$ cat src/rtl/core/heating_bus_frame_receiver_core_defines.svh
// Assertion macros used by the heating bus frame receiver result queue.
`ifndef HEATING_BUS_FRAME_RECEIVER_CORE_DEFINES_SVH
`define HEATING_BUS_FRAME_RECEIVER_CORE_DEFINES_SVH

// Same-cycle implication, sampled on clk and disabled while arst_n is low.
`define HBFR_ASSERT_NOW(label, cond, effect, msg) \
	label: assert property (@(posedge clk) disable iff (!arst_n) (cond) |-> (effect)) \
		else $error(msg);

// Next-cycle implication, sampled on clk and disabled while arst_n is low.
`define HBFR_ASSERT_NEXT(label, cond, effect, msg) \
	label: assert property (@(posedge clk) disable iff (!arst_n) (cond) |=> (effect)) \
		else $error(msg);

`endif

$ cat src/rtl/core/hbfr_pkg.sv
// Package with the types, codes and CRC step of the heating bus frame receiver.
package hbfr_pkg;

	localparam logic [1:0] BUS_BSB = 2'd0;
	localparam logic [1:0] BUS_LPB = 2'd1;
	localparam logic [1:0] BUS_PPS = 2'd2;

	localparam logic OP_BYTE = 1'b0;
	localparam logic OP_GAP  = 1'b1;

	localparam logic KIND_BYTE = 1'b0;
	localparam logic KIND_END  = 1'b1;

	localparam logic [1:0] ST_OK         = 2'd0;
	localparam logic [1:0] ST_LENGTH     = 2'd1;
	localparam logic [1:0] ST_CHECKSUM   = 2'd2;
	localparam logic [1:0] ST_INCOMPLETE = 2'd3;

	localparam logic CFG_BUS_KIND        = 1'b0;
	localparam logic CFG_STATION_ADDRESS = 1'b1;

	localparam logic [7:0] MAX_LENGTH_FIELD = 8'd32;

	localparam logic [7:0] BSB_START_A = 8'hDC;
	localparam logic [7:0] BSB_START_B = 8'hDE;
	localparam logic [7:0] LPB_START   = 8'h78;
	localparam logic [7:0] PPS_REQUEST = 8'h17;
	localparam logic [7:0] PPS_START_A = 8'h1D;
	localparam logic [7:0] PPS_START_B = 8'h1E;
	localparam logic [7:0] PPS_WRITE_ADDRESS = 8'h01;

	localparam logic [15:0] CRC_POLY = 16'h1021;

	localparam int unsigned FIFO_DEPTH = 4;

	typedef enum logic [1:0] {
		PH_HUNT   = 2'b01,
		PH_GATHER = 2'b10
	} phase_t;

	typedef struct packed {
		logic       item_kind;
		logic [7:0] data_byte;
		logic [5:0] position;
		logic [1:0] status;
		logic [5:0] frame_length;
	} item_t;

	typedef struct packed {
		logic  first_valid;
		item_t first;
		logic  second_valid;
		item_t second;
	} step_t;

	function automatic logic [15:0] xmodem_step(input logic [15:0] crc, input logic [7:0] b);
		logic [15:0] c;
		c = crc ^ {b, 8'h00};
		for (int k = 0; k < 8; k++) begin
			if (c[15]) begin
				c = {c[14:0], 1'b0} ^ CRC_POLY;
			end else begin
				c = {c[14:0], 1'b0};
			end
		end
		return c;
	endfunction

endpackage

$ cat src/rtl/core/hbfr_deframe.sv
// Telegram state and per-byte deframing logic with CRC and additive checksum tests.
module hbfr_deframe (
	input  logic             clk,
	input  logic             arst_n,
	input  logic             step_en,
	input  logic             operation,
	input  logic [7:0]       rx_byte,
	input  logic [1:0]       bus_kind,
	input  logic [7:0]       station_address,
	output hbfr_pkg::step_t  step
);

	hbfr_pkg::phase_t phase_q, phase_d;
	logic [5:0]  byte_count_q, byte_count_d;
	logic [7:0]  length_field_q, length_field_d;
	logic [15:0] crc_q, crc_d;
	logic [15:0] sum_q, sum_d;
	logic [15:0] last_two_q, last_two_d;
	logic        long_pps_q, long_pps_d;

	logic        pps;
	logic [7:0]  b;
	logic        is_start;
	logic [3:0]  len_pos;
	logic [5:0]  count_new;
	logic [7:0]  len_new;
	logic [8:0]  target;
	logic [15:0] crc_new;
	logic [15:0] lpb_expect;
	logic [1:0]  end_status;

	always_comb begin
		pps = (bus_kind == hbfr_pkg::BUS_PPS);
		b = pps ? rx_byte : ~rx_byte;
		is_start = ((bus_kind == hbfr_pkg::BUS_BSB)
				&& (b == hbfr_pkg::BSB_START_A || b == hbfr_pkg::BSB_START_B))
			|| ((bus_kind == hbfr_pkg::BUS_LPB) && (b == hbfr_pkg::LPB_START))
			|| (pps && (b == hbfr_pkg::PPS_REQUEST || b == hbfr_pkg::PPS_START_A
				|| b == hbfr_pkg::PPS_START_B));
		if (pps) begin
			len_pos = long_pps_q ? 4'd9 : 4'd8;
		end else if (bus_kind == hbfr_pkg::BUS_LPB) begin
			len_pos = 4'd1;
		end else begin
			len_pos = 4'd3;
		end
		count_new = byte_count_q + 6'd1;
		len_new = (byte_count_q == {2'b00, len_pos}) ? b : length_field_q;
		target = {1'b0, len_new} + {8'd0, (bus_kind == hbfr_pkg::BUS_LPB)};
		crc_new = hbfr_pkg::xmodem_step(crc_q, b);
		// The body sum excludes the two checksum bytes, which are the byte just
		// received and the one before it.
		lpb_expect = {8'(8'd2 - {2'b00, count_new}), 8'h00} + {10'd0, count_new}
			- 16'd3 + sum_q - {8'd0, last_two_q[7:0]};
		if (lpb_expect == {last_two_q[7:0], b}) begin
			end_status = hbfr_pkg::ST_OK;
		end else begin
			end_status = hbfr_pkg::ST_CHECKSUM;
		end
		if (bus_kind != hbfr_pkg::BUS_LPB) begin
			end_status = (crc_new == 16'd0) ? hbfr_pkg::ST_OK : hbfr_pkg::ST_CHECKSUM;
		end

		phase_d = phase_q;
		byte_count_d = byte_count_q;
		length_field_d = length_field_q;
		crc_d = crc_q;
		sum_d = sum_q;
		last_two_d = last_two_q;
		long_pps_d = long_pps_q;
		step = '0;
		step.first.item_kind = hbfr_pkg::KIND_BYTE;
		step.second.item_kind = hbfr_pkg::KIND_END;

		if (step_en) begin
			unique case (phase_q)
				hbfr_pkg::PH_HUNT: begin
					if (operation == hbfr_pkg::OP_BYTE && is_start) begin
						crc_d = hbfr_pkg::xmodem_step(16'd0, b);
						sum_d = {8'd0, b};
						last_two_d = {8'd0, b};
						length_field_d = 8'd0;
						byte_count_d = 6'd1;
						phase_d = hbfr_pkg::PH_GATHER;
						long_pps_d = 1'b0;
						step.first_valid = 1'b1;
						step.first.data_byte = b;
						if (pps && b == hbfr_pkg::PPS_REQUEST) begin
							if (station_address == hbfr_pkg::PPS_WRITE_ADDRESS) begin
								step.second_valid = 1'b1;
								step.second.status = hbfr_pkg::ST_OK;
								step.second.frame_length = 6'd1;
								phase_d = hbfr_pkg::PH_HUNT;
							end else begin
								long_pps_d = 1'b1;
							end
						end
					end
				end
				hbfr_pkg::PH_GATHER: begin
					if (operation == hbfr_pkg::OP_GAP) begin
						step.first_valid = 1'b1;
						step.first.item_kind = hbfr_pkg::KIND_END;
						step.first.status = hbfr_pkg::ST_INCOMPLETE;
						step.first.frame_length = byte_count_q;
						phase_d = hbfr_pkg::PH_HUNT;
						long_pps_d = 1'b0;
					end else begin
						step.first_valid = 1'b1;
						step.first.data_byte = b;
						step.first.position = byte_count_q;
						length_field_d = len_new;
						crc_d = crc_new;
						sum_d = sum_q + {8'd0, b};
						last_two_d = {last_two_q[7:0], b};
						byte_count_d = count_new;
						step.second.frame_length = count_new;
						if (count_new > {2'b00, len_pos}) begin
							priority if (pps) begin
								step.second_valid = 1'b1;
								step.second.status = hbfr_pkg::ST_OK;
							end else if (len_new > hbfr_pkg::MAX_LENGTH_FIELD) begin
								step.second_valid = 1'b1;
								step.second.status = hbfr_pkg::ST_LENGTH;
							end else if ({3'd0, count_new} > target) begin
								step.second_valid = 1'b1;
								step.second.status = hbfr_pkg::ST_LENGTH;
							end else if ({3'd0, count_new} == target) begin
								step.second_valid = 1'b1;
								step.second.status = end_status;
							end else begin
								step.second_valid = 1'b0;
							end
							if (step.second_valid) begin
								phase_d = hbfr_pkg::PH_HUNT;
								long_pps_d = 1'b0;
							end
						end
					end
				end
				default: begin
					phase_d = hbfr_pkg::PH_HUNT;
				end
			endcase
		end
	end

	always_ff @(posedge clk or negedge arst_n) begin
		if (!arst_n) begin
			phase_q <= hbfr_pkg::PH_HUNT;
			byte_count_q <= 6'd0;
			length_field_q <= 8'd0;
			crc_q <= 16'd0;
			sum_q <= 16'd0;
			last_two_q <= 16'd0;
			long_pps_q <= 1'b0;
		end else begin
			phase_q <= phase_d;
			byte_count_q <= byte_count_d;
			length_field_q <= length_field_d;
			crc_q <= crc_d;
			sum_q <= sum_d;
			last_two_q <= last_two_d;
			long_pps_q <= long_pps_d;
		end
	end

endmodule

$ cat src/rtl/core/hbfr_out_fifo.sv
// Result queue that takes up to two items per cycle and delivers one per beat.
`include "heating_bus_frame_receiver_core_defines.svh"

module hbfr_out_fifo (
	input  logic            clk,
	input  logic            arst_n,
	input  hbfr_pkg::step_t push,
	output logic            room,
	output logic            out_valid,
	input  logic            out_stall,
	output hbfr_pkg::item_t head
);

	localparam int unsigned DEPTH = hbfr_pkg::FIFO_DEPTH;
	localparam int unsigned AW = $clog2(DEPTH);
	localparam int unsigned CW = $clog2(DEPTH + 1);

	hbfr_pkg::item_t mem_q [DEPTH];
	logic [AW-1:0] wr_ptr_q;
	logic [AW-1:0] rd_ptr_q;
	logic [CW-1:0] count_q;
	logic          pop;
	logic [1:0]    n_push;
	logic [AW-1:0] wr_ptr_next;

	assign out_valid = (count_q != '0);
	assign head = mem_q[rd_ptr_q];
	assign pop = out_valid && !out_stall;
	assign room = (count_q <= CW'(DEPTH - 2));
	assign n_push = {1'b0, push.first_valid} + {1'b0, push.second_valid};
	assign wr_ptr_next = wr_ptr_q + AW'(1);

	always_ff @(posedge clk) begin
		if (push.first_valid) begin
			mem_q[wr_ptr_q] <= push.first;
		end
		if (push.second_valid) begin
			mem_q[wr_ptr_next] <= push.second;
		end
	end

	always_ff @(posedge clk or negedge arst_n) begin
		if (!arst_n) begin
			wr_ptr_q <= '0;
			rd_ptr_q <= '0;
			count_q <= '0;
		end else begin
			wr_ptr_q <= wr_ptr_q + AW'(n_push);
			if (pop) begin
				rd_ptr_q <= rd_ptr_q + AW'(1);
			end
			count_q <= count_q + CW'(n_push) - CW'(pop);
		end
	end

	`HBFR_ASSERT_NOW(a_no_overflow, 1'b1, count_q <= CW'(DEPTH), "Result queue overfilled.")
	`HBFR_ASSERT_NOW(a_second_needs_first, push.second_valid, push.first_valid, "End item pushed without a byte item before it.")
	`HBFR_ASSERT_NOW(a_push_has_room, n_push != 2'd0, count_q <= CW'(DEPTH - 2), "Items pushed into a queue without room for two.")
	`HBFR_ASSERT_NEXT(a_idle_holds, !pop && n_push == 2'd0, $stable(count_q), "Queue fill changed with no push and no pop.")

endmodule

$ cat src/rtl/core/heating_bus_frame_receiver_core.sv
// Top level of the heating bus frame receiver: input register, configuration and result queue.
// A beat is held in the input register, then deframed as it advances into the result queue;
// the input stalls while the four-entry queue lacks room for two results.
// Throughput: one input beat per cycle while each beat yields at most one result and
// out_stall is low; a frame's last beat yields two results, taken one per output beat.
// Reset clears the frame state, both configuration registers and the queue; no clearing pass.
module heating_bus_frame_receiver_core (
	input  logic       clk,
	input  logic       arst_n,
	input  logic       cfg_write,
	input  logic       cfg_index,
	input  logic [7:0] cfg_data,
	input  logic       in_valid,
	output logic       in_stall,
	input  logic       operation,
	input  logic [7:0] rx_byte,
	output logic       out_valid,
	input  logic       out_stall,
	output logic       item_kind,
	output logic [7:0] data_byte,
	output logic [5:0] position,
	output logic [1:0] status,
	output logic [5:0] frame_length
);

	logic [1:0]      bus_kind_q;
	logic [7:0]      station_address_q;
	logic            valid_s1;
	logic            operation_s1;
	logic [7:0]      rx_byte_s1;
	logic            room;
	logic            advance;
	logic            accept;
	hbfr_pkg::step_t step;
	hbfr_pkg::item_t head;

	assign advance = valid_s1 && room;
	assign in_stall = valid_s1 && !room;
	assign accept = in_valid && !in_stall;

	always_ff @(posedge clk or negedge arst_n) begin
		if (!arst_n) begin
			bus_kind_q <= hbfr_pkg::BUS_BSB;
			station_address_q <= 8'd0;
		end else if (cfg_write) begin
			unique case (cfg_index)
				hbfr_pkg::CFG_BUS_KIND:        bus_kind_q <= cfg_data[1:0];
				hbfr_pkg::CFG_STATION_ADDRESS: station_address_q <= cfg_data;
				default:                       bus_kind_q <= bus_kind_q;
			endcase
		end
	end

	always_ff @(posedge clk or negedge arst_n) begin
		if (!arst_n) begin
			valid_s1 <= 1'b0;
		end else if (accept) begin
			valid_s1 <= 1'b1;
		end else if (advance) begin
			valid_s1 <= 1'b0;
		end
	end

	always_ff @(posedge clk) begin
		if (accept) begin
			operation_s1 <= operation;
			rx_byte_s1 <= rx_byte;
		end
	end

	hbfr_deframe u_deframe (
		.clk             (clk),
		.arst_n          (arst_n),
		.step_en         (advance),
		.operation       (operation_s1),
		.rx_byte         (rx_byte_s1),
		.bus_kind        (bus_kind_q),
		.station_address (station_address_q),
		.step            (step)
	);

	hbfr_out_fifo u_out_fifo (
		.clk       (clk),
		.arst_n    (arst_n),
		.push      (step),
		.room      (room),
		.out_valid (out_valid),
		.out_stall (out_stall),
		.head      (head)
	);

	assign item_kind = head.item_kind;
	assign data_byte = head.data_byte;
	assign position = head.position;
	assign status = head.status;
	assign frame_length = head.frame_length;

endmodule
$ cat config.mk
export PLATFORM = sky130hd
export DESIGN_NAME = heating_bus_frame_receiver_core
export DESIGN_NICKNAME = d
export VERILOG_FILES = /design/src/rtl/core/hbfr_pkg.sv /design/src/rtl/core/hbfr_deframe.sv /design/src/rtl/core/hbfr_out_fifo.sv /design/src/rtl/core/heating_bus_frame_receiver_core.sv
export VERILOG_INCLUDE_DIRS = /design/src /design/src/rtl/core
export SDC_FILE = /design/constraint.sdc
export NUM_CORES = 1
export LEC_CHECK = 0
export ABC_AREA = 1
export ABC_CLOCK_PERIOD_IN_PS = 11200
export BUFFER_PORTS_ARGS = -buffer_cell sky130_fd_sc_hd__clkbuf_2
export CAP_MARGIN = 20
export CORE_ASPECT_RATIO = 1.4
export CORE_MARGIN = 3
export CORE_UTILIZATION = 68
export CTS_CLUSTER_DIAMETER = 200
export DETAILED_ROUTE_END_ITERATION = 10
export GPL_ROUTABILITY_DRIVEN = 0
export PLACE_DENSITY = 0.87
export SKIP_CTS_REPAIR_TIMING = 1
export SYNTH_ARGS = -nofsm -noshare
export SYNTH_HDL_FRONTEND = slang
export SYNTH_SLANG_ARGS = --single-unit
export TNS_END_PERCENT = 1
$ cat constraint.sdc
create_clock -name clk -period 11.2 [get_ports clk]
set_clock_uncertainty 0.05 [all_clocks]
set_input_delay 0.56 -clock clk [delete_from_list [all_inputs] [get_ports clk]]
set_output_delay 0.56 -clock clk [all_outputs]
set_load 0.005 [all_outputs]
Word level (Yosys, flattened, before mapping)
Memories as Yosys holds them, arrays and structs flattened.
Index checks and enable logic that the tools add are counted.
{"block": "word_totals", "out_inout_bits": 25, "mem_bits_rw": 92, "inputBits": 23, "regBits": 84, "elab_cells": 214, "n_memories": 1}
{"block": "op_classes", "muxes": 114, "add_sub_neg": 14, "n_bitwise": 20, "eq_ne": 19, "reduce_logical": 27, "order_cmp": 4}
{"name": "u_out_fifo.mem_q", "words": 4, "word_bits": 23, "read_ports": 1, "rd_clocked_by_memory_dff": 0, "write_ports": 2, "line_no": "hbfr_out_fifo.sv:18", "source": "hbfr_pkg::item_t mem_q [DEPTH];"}
{"op": "16-bit two-way mux", "n": 25}
{"op": "13-bit two-way mux", "n": 16}
{"op": "8-bit two-way mux", "n": 11}
{"op": "16-bit case mux with 2 select lines", "n": 2}
{"op": "8-bit case mux with 2 select lines", "n": 4}
{"op": "3-bit inverter", "n": 16}
{"op": "1-bit two-way mux", "n": 30}
{"op": "2-bit two-way mux", "n": 15}
{"op": "14-bit two-way mux", "n": 2}
{"op": "25-bit two-way mux", "n": 1}
{"op": "8-bit by 5-bit == test with 1-bit output, second input constant", "n": 3}
{"op": "16-bit adder", "n": 1}
{"op": "16-bit by 6-bit adder with 16-bit output", "n": 1}
{"op": "16-bit by 8-bit adder with 16-bit output", "n": 1}
{"op": "16-bit == test", "n": 1}
{"op": "8-bit == test, second input constant", "n": 2}
{"op": "16-bit zero test", "n": 1}
{"op": "16-bit by 2-bit subtractor with 16-bit output, second input constant", "n": 1}
{"op": "16-bit by 8-bit subtractor with 16-bit output", "n": 1}
{"op": "16-bit XOR", "n": 1}
{"op": "6-bit two-way mux", "n": 2}
{"op": "6-bit case mux with 2 select lines", "n": 1}
{"op": "8-bit by 1-bit adder with 9-bit output", "n": 1}
{"op": "6-bit by 9-bit == test with 1-bit output", "n": 1}
{"op": "other kinds (34)", "n": 58}

Depth between registers and ports, before layout
{"block": "logic_depth", "depth_word": 45, "mapped_depth": 36, "depth_no_buf": 32}

By module
Synthesis repeated with hierarchy kept, for this count alone.
{"block": "unflattened", "hier_cells": 1560, "hier_area_um2": 12191.7}
{"module": "hbfr_deframe", "cells_each": 917, "instances": 1, "area_per_inst_um2": 6232.2}
{"module": "hbfr_out_fifo", "cells_each": 581, "instances": 1, "area_per_inst_um2": 5228.8}
{"module": "heating_bus_frame_receiver_core", "cells_each": 62, "instances": 1, "area_per_inst_um2": 730.7}

Least setup slack after synthesis
No wires, ideal clock.
{"block": "synth_timing", "path_type": "reg2reg", "startpoint": "register bus_kind_q[0]", "endpoint": "register u_out_fifo.count_q[2]", "slack_ns": 5.740, "path_stages_with_launch": 36, "arrival_time_ns": 5.281, "setup_time_ns": 0.129, "cell_sequence": "dfrtp_1 inv_1 ha_1 buf_6 inv_2 or2_2 ha_1 nor2_1 nand2_1 nor2_4 nand2_4 buf_6 nand2_1 o21ai_1 ha_1 ha_1 xor2_1 ha_1 a21oi_1 o21ai_0 a21oi_1 nand2_1 nand3_1 nand2_1 nand2_1 nand2_1 nand2_1 nand2_2 buf_6 buf_4 ha_1 inv_1 ha_1 fa_1 xnor2_1 xor2_1"}
{"block": "synth_between", "elab_chain_len": 22, "word_cells_on_any_way": 48}
{"item": "start: declaration", "line_no": "heating_bus_frame_receiver_core.sv:26", "source": "logic [1:0] bus_kind_q;"}
{"item": "start signal: assignment", "line_no": "heating_bus_frame_receiver_core.sv:43", "source": "bus_kind_q <= hbfr_pkg::BUS_BSB;"}
{"item": "start signal: assignment", "line_no": "heating_bus_frame_receiver_core.sv:47", "source": "hbfr_pkg::CFG_BUS_KIND: bus_kind_q <= cfg_data[1:0];"}
{"item": "start signal: assignment", "line_no": "heating_bus_frame_receiver_core.sv:49", "source": "default: bus_kind_q <= bus_kind_q;"}
{"item": "parallel branches: the longest is 18 deep, another holds 8-bit by 1-bit adder with 9-bit output"}
{"item": "25-bit two-way mux (*)", "line_no": "hbfr_deframe.sv:75", "source": "if (step_en) begin"}
{"item": "1-bit by 1-bit adder with 2-bit output (*)", "line_no": "hbfr_out_fifo.sv:30", "source": "assign n_push = {1'b0, push.first_valid} + {1'b0, push.second_valid};"}
{"item": "3-bit by 2-bit adder with 3-bit output (*)", "line_no": "hbfr_out_fifo.sv:52", "source": "count_q <= count_q + CW'(n_push) - CW'(pop);"}
{"item": "3-bit by 1-bit subtractor with 3-bit output (*)", "line_no": "hbfr_out_fifo.sv:52"}
{"item": "end signal: assignment", "line_no": "hbfr_out_fifo.sv:52"}
{"item": "end: declaration", "line_no": "hbfr_out_fifo.sv:21", "source": "logic [CW-1:0] count_q;"}
Every way passes the cells marked *. The select of a mux whose other input is x is not followed.
A chain may end at the register's enable or synchronous reset.

Final worst setup path
Ends and elaborated chain as after synthesis.

==> flow_summary.toml <==
[global_route]
groute.usage.overall = 0.326
grt_max_degree = 76
first_global_vias = 9651
global_route_wire_length_before_repair_um = 46600
globalRoute.totalOverflow = 0
grt_antenna_before_repair = 0

[setup_path]
critPathMaxStageDelay_ns = 0.69
crit_type = "reg2reg"
critical_path.startpoint_type = "register"
crit_path_max_fanout = 30
timing.critical_path.slowest_stage_cell = "ha_1"
cp_data_arrival_time_ns = 6.94
worst-path-buf-inv = 3
timing.critical_path.to_type = "register"
critical-path-top-cell-by-count = "ha_1"
cp_top_family = "adder cells"
required_ns = 11.52

[sta]
finalWorstPathRequiredPeriod_ns = 6.62
worst_slew_margin_rel = 0.342
finalHoldViolations = 0
rsz_0062_raised_after_global_routing = "no"
final_max_slew_viol_count = 0
worst_pin_slew_ns = 0.988
final_cycle_utilization_of_the_critical_path = 0.591
fin_worst_hold_slack_ns = 0.224
setup_viol = 0
timing.setup.tns_ns = 0
max_freq_mhz = 151

[logic_synthesis]
synthesis.yosys.warnings = 0
synth.top_cell.area_share = 0.166
synth_cells = 1405
synth.lib_cells_used.distinct = 55
dominantRegCellSynth = "dfrtp_1"
synthesis.area_um2 = 11100
yosys_register_bits = 176
synth_edf_count = 41
synth.most_common_cell = "nand2_1"
syn-num-nets = 1493
synth_top_cells_by_area = "dfrtp_1 17%, edfxtp_1 11%, dfxtp_1 11%"
yosysSeqAreaShare = 0.388
synth.largest_area_cell = "dfrtp_1"
synth_commonest_cells = "245 x nand2_1, 162 x nor2_1, 142 x o21ai_0"
synth-async-reset-ratio = 0.426
synth_area_per_cell_um2 = 7.92

[clock_tree]
ctsHtreeMaxLevel = 4
clkSlewWorstSetupHoldPaths_ns = 0.07
max-clock-path-buffers = 2
clock_tree.root_cell = "clkbuf_16"
worst_skew_pair.late_latency_ns = 0.44
tritoncts_num_sinks = 176
tritoncts = "done"
cts_buffers = 17

[routing]
number_of_vias_after_detailed_routing = 9854
drc_errors = 0
routed_via_density = 6.03
wire_per_inst_um = 17.4
drt_first_pass_iters = 7
route.antenna.remaining_nets = 0
final_wirelength_um = 28400
drt_iter0_drc = 977

[flow_run]
maxCapViolCount = 0

[floorplan]
placement_rows = 54
floorplan.core_area_um2 = 15800
die_width_um = 114
io-pin-count = 48
chipHeight_um = 157
initial_core_utilization = 0.703
fp.dieArea_um2 = 17900

[place]
post-dp-hpwl_um = 20000
portBuffers = 47

[power]
power_per_cell_area_nw_per_um2 = 320
p_leak_nw = 5.38
ir_drop_mv = 0.279

[outcome]
run_status = "complete, no violations"

[min_path]
hold_path_class = "in2async"

[finish]
synthToLayoutAreaGrowth_pct = 7.92
nNetsFinal = 1514
layout-drive-gt1-share = 0.0924
num_antenna_cells = 0
layout make-up:
cell class,count,area (um2)
clock buffer,20,479
clock inverter,12,110
fill,1142,3810
inverter,139,522
multi-input combinational,1036,6030
sequential,176,4310
tap,196,245
timing repair buffer,56,305
placed cells by master (no fill, tap or decap), drive strengths merged, types with 3 or more instances in the layout:
cell	instances
a211oi	4
a21boi	33
a21oi	33
and2	25
buf	10
clkbuf	66
clkinv	5
dfrtp	74
dfxtp	60
edfxtp	41
fa	10
ha	55
inv	146
mux2	6
nand2	256
nand3	97
nand4	12
nor2	167
nor3	13
nor4	4
o21a	37
o21ai	146
o21bai	7
o22ai	37
o31ai	3
or2	6
xnor2	18
xor2	57
flip-flops by register name, summed over array words and instances (netlist names), 2 cells and up:
| name | count |
|---|---|
| bus_kind_q | 2 |
| rx_byte_s1 | 8 |
| station_address_q | 8 |
| u_deframe.byte_count_q | 6 |
| u_deframe.crc_q | 16 |
| u_deframe.last_two_q | 8 |
| u_deframe.length_field_q | 8 |
| u_deframe.phase_q | 2 |
| u_deframe.sum_q | 16 |
| u_out_fifo.count_q | 3 |
| u_out_fifo.mem_q | 92 |
| u_out_fifo.rd_ptr_q | 2 |
| u_out_fifo.wr_ptr_q | 2 |
kinds of logic (layout without fill, tap and decap cells):
| family | Yosys count | after routing | synth area share |
|---|---|---|---|
| and+or+nand+nor | 582 | 582 | 0.227 |
| AOI/OAI and AO/OA | 308 | 308 | 0.166 |
| buffers and inverters | 193 | 227 | 0.0702 |
| DFF | 176 | 176 | 0.388 |
| xor gates and xnor gates | 75 | 75 | 0.0628 |
| adders and majority gates | 65 | 65 | 0.0799 |
| muxes | 6 | 6 | 0.00607 |
worst paths after layout:
kind,from,endpoint,slack [ns],cells past startpoint
max,bus_kind_q[0],u_out_fifo.count_q[2],4.58,30
min,arst_n,u_deframe.crc_q[11],0.22,1
max reg2reg,bus_kind_q[0],u_out_fifo.count_q[2],4.58,30
min reg2reg,u_out_fifo.mem_q[2][22],u_out_fifo.mem_q[2][22],0.43,2
max in group asynchronous,arst_n,u_deframe.length_field_q[7],10.23,1
min in group clk,rx_byte[2],rx_byte_s1[2],0.24,1
worst reg2reg max path: cells and delay by family (launching register included):
family,cells,cell delay [ns]
AOI/OAI and AO/OA,4,0.67
DFF,1,0.40
and+or+nand+nor,12,1.70
buffers and inverters,3,0.39
adders and majority gates,8,2.86
xor gates and xnor gates,3,0.50
per-stage QoR:
step	area (um2)	setup WS, ns	cells	util	power (mW)
floorplan	11100	5.74	1405	-	2.66
global placement	11400	4.92	1603	0.722	3.13
detailed placement	11400	4.65	1603	0.722	3.20
CTS	12000	4.62	1635	0.759	3.82
global route	12000	4.09	1635	0.759	4.18
finish	12000	4.58	1635	0.759	3.84
layer usage:
| metal | vias to the layer above | routed length (um) | track usage |
|---|---|---|---|
| met5 | - | 0 | 0 |
| met4 | 0 | 1370 | 0.177 |
| met3 | 109 | 1850 | 0.0523 |
| met2 | 439 | 14400 | 0.572 |
| met1 | 4584 | 10800 | 0.378 |
| li1 | 4722 | - | - |
power by group:
part	internal, mW	switching (mW)
Sequential	0.789	0.122
Combinational	0.858	1.48
Clock	0.320	0.275
Total	1.97	1.88
(Power assumes the default switching activity.)
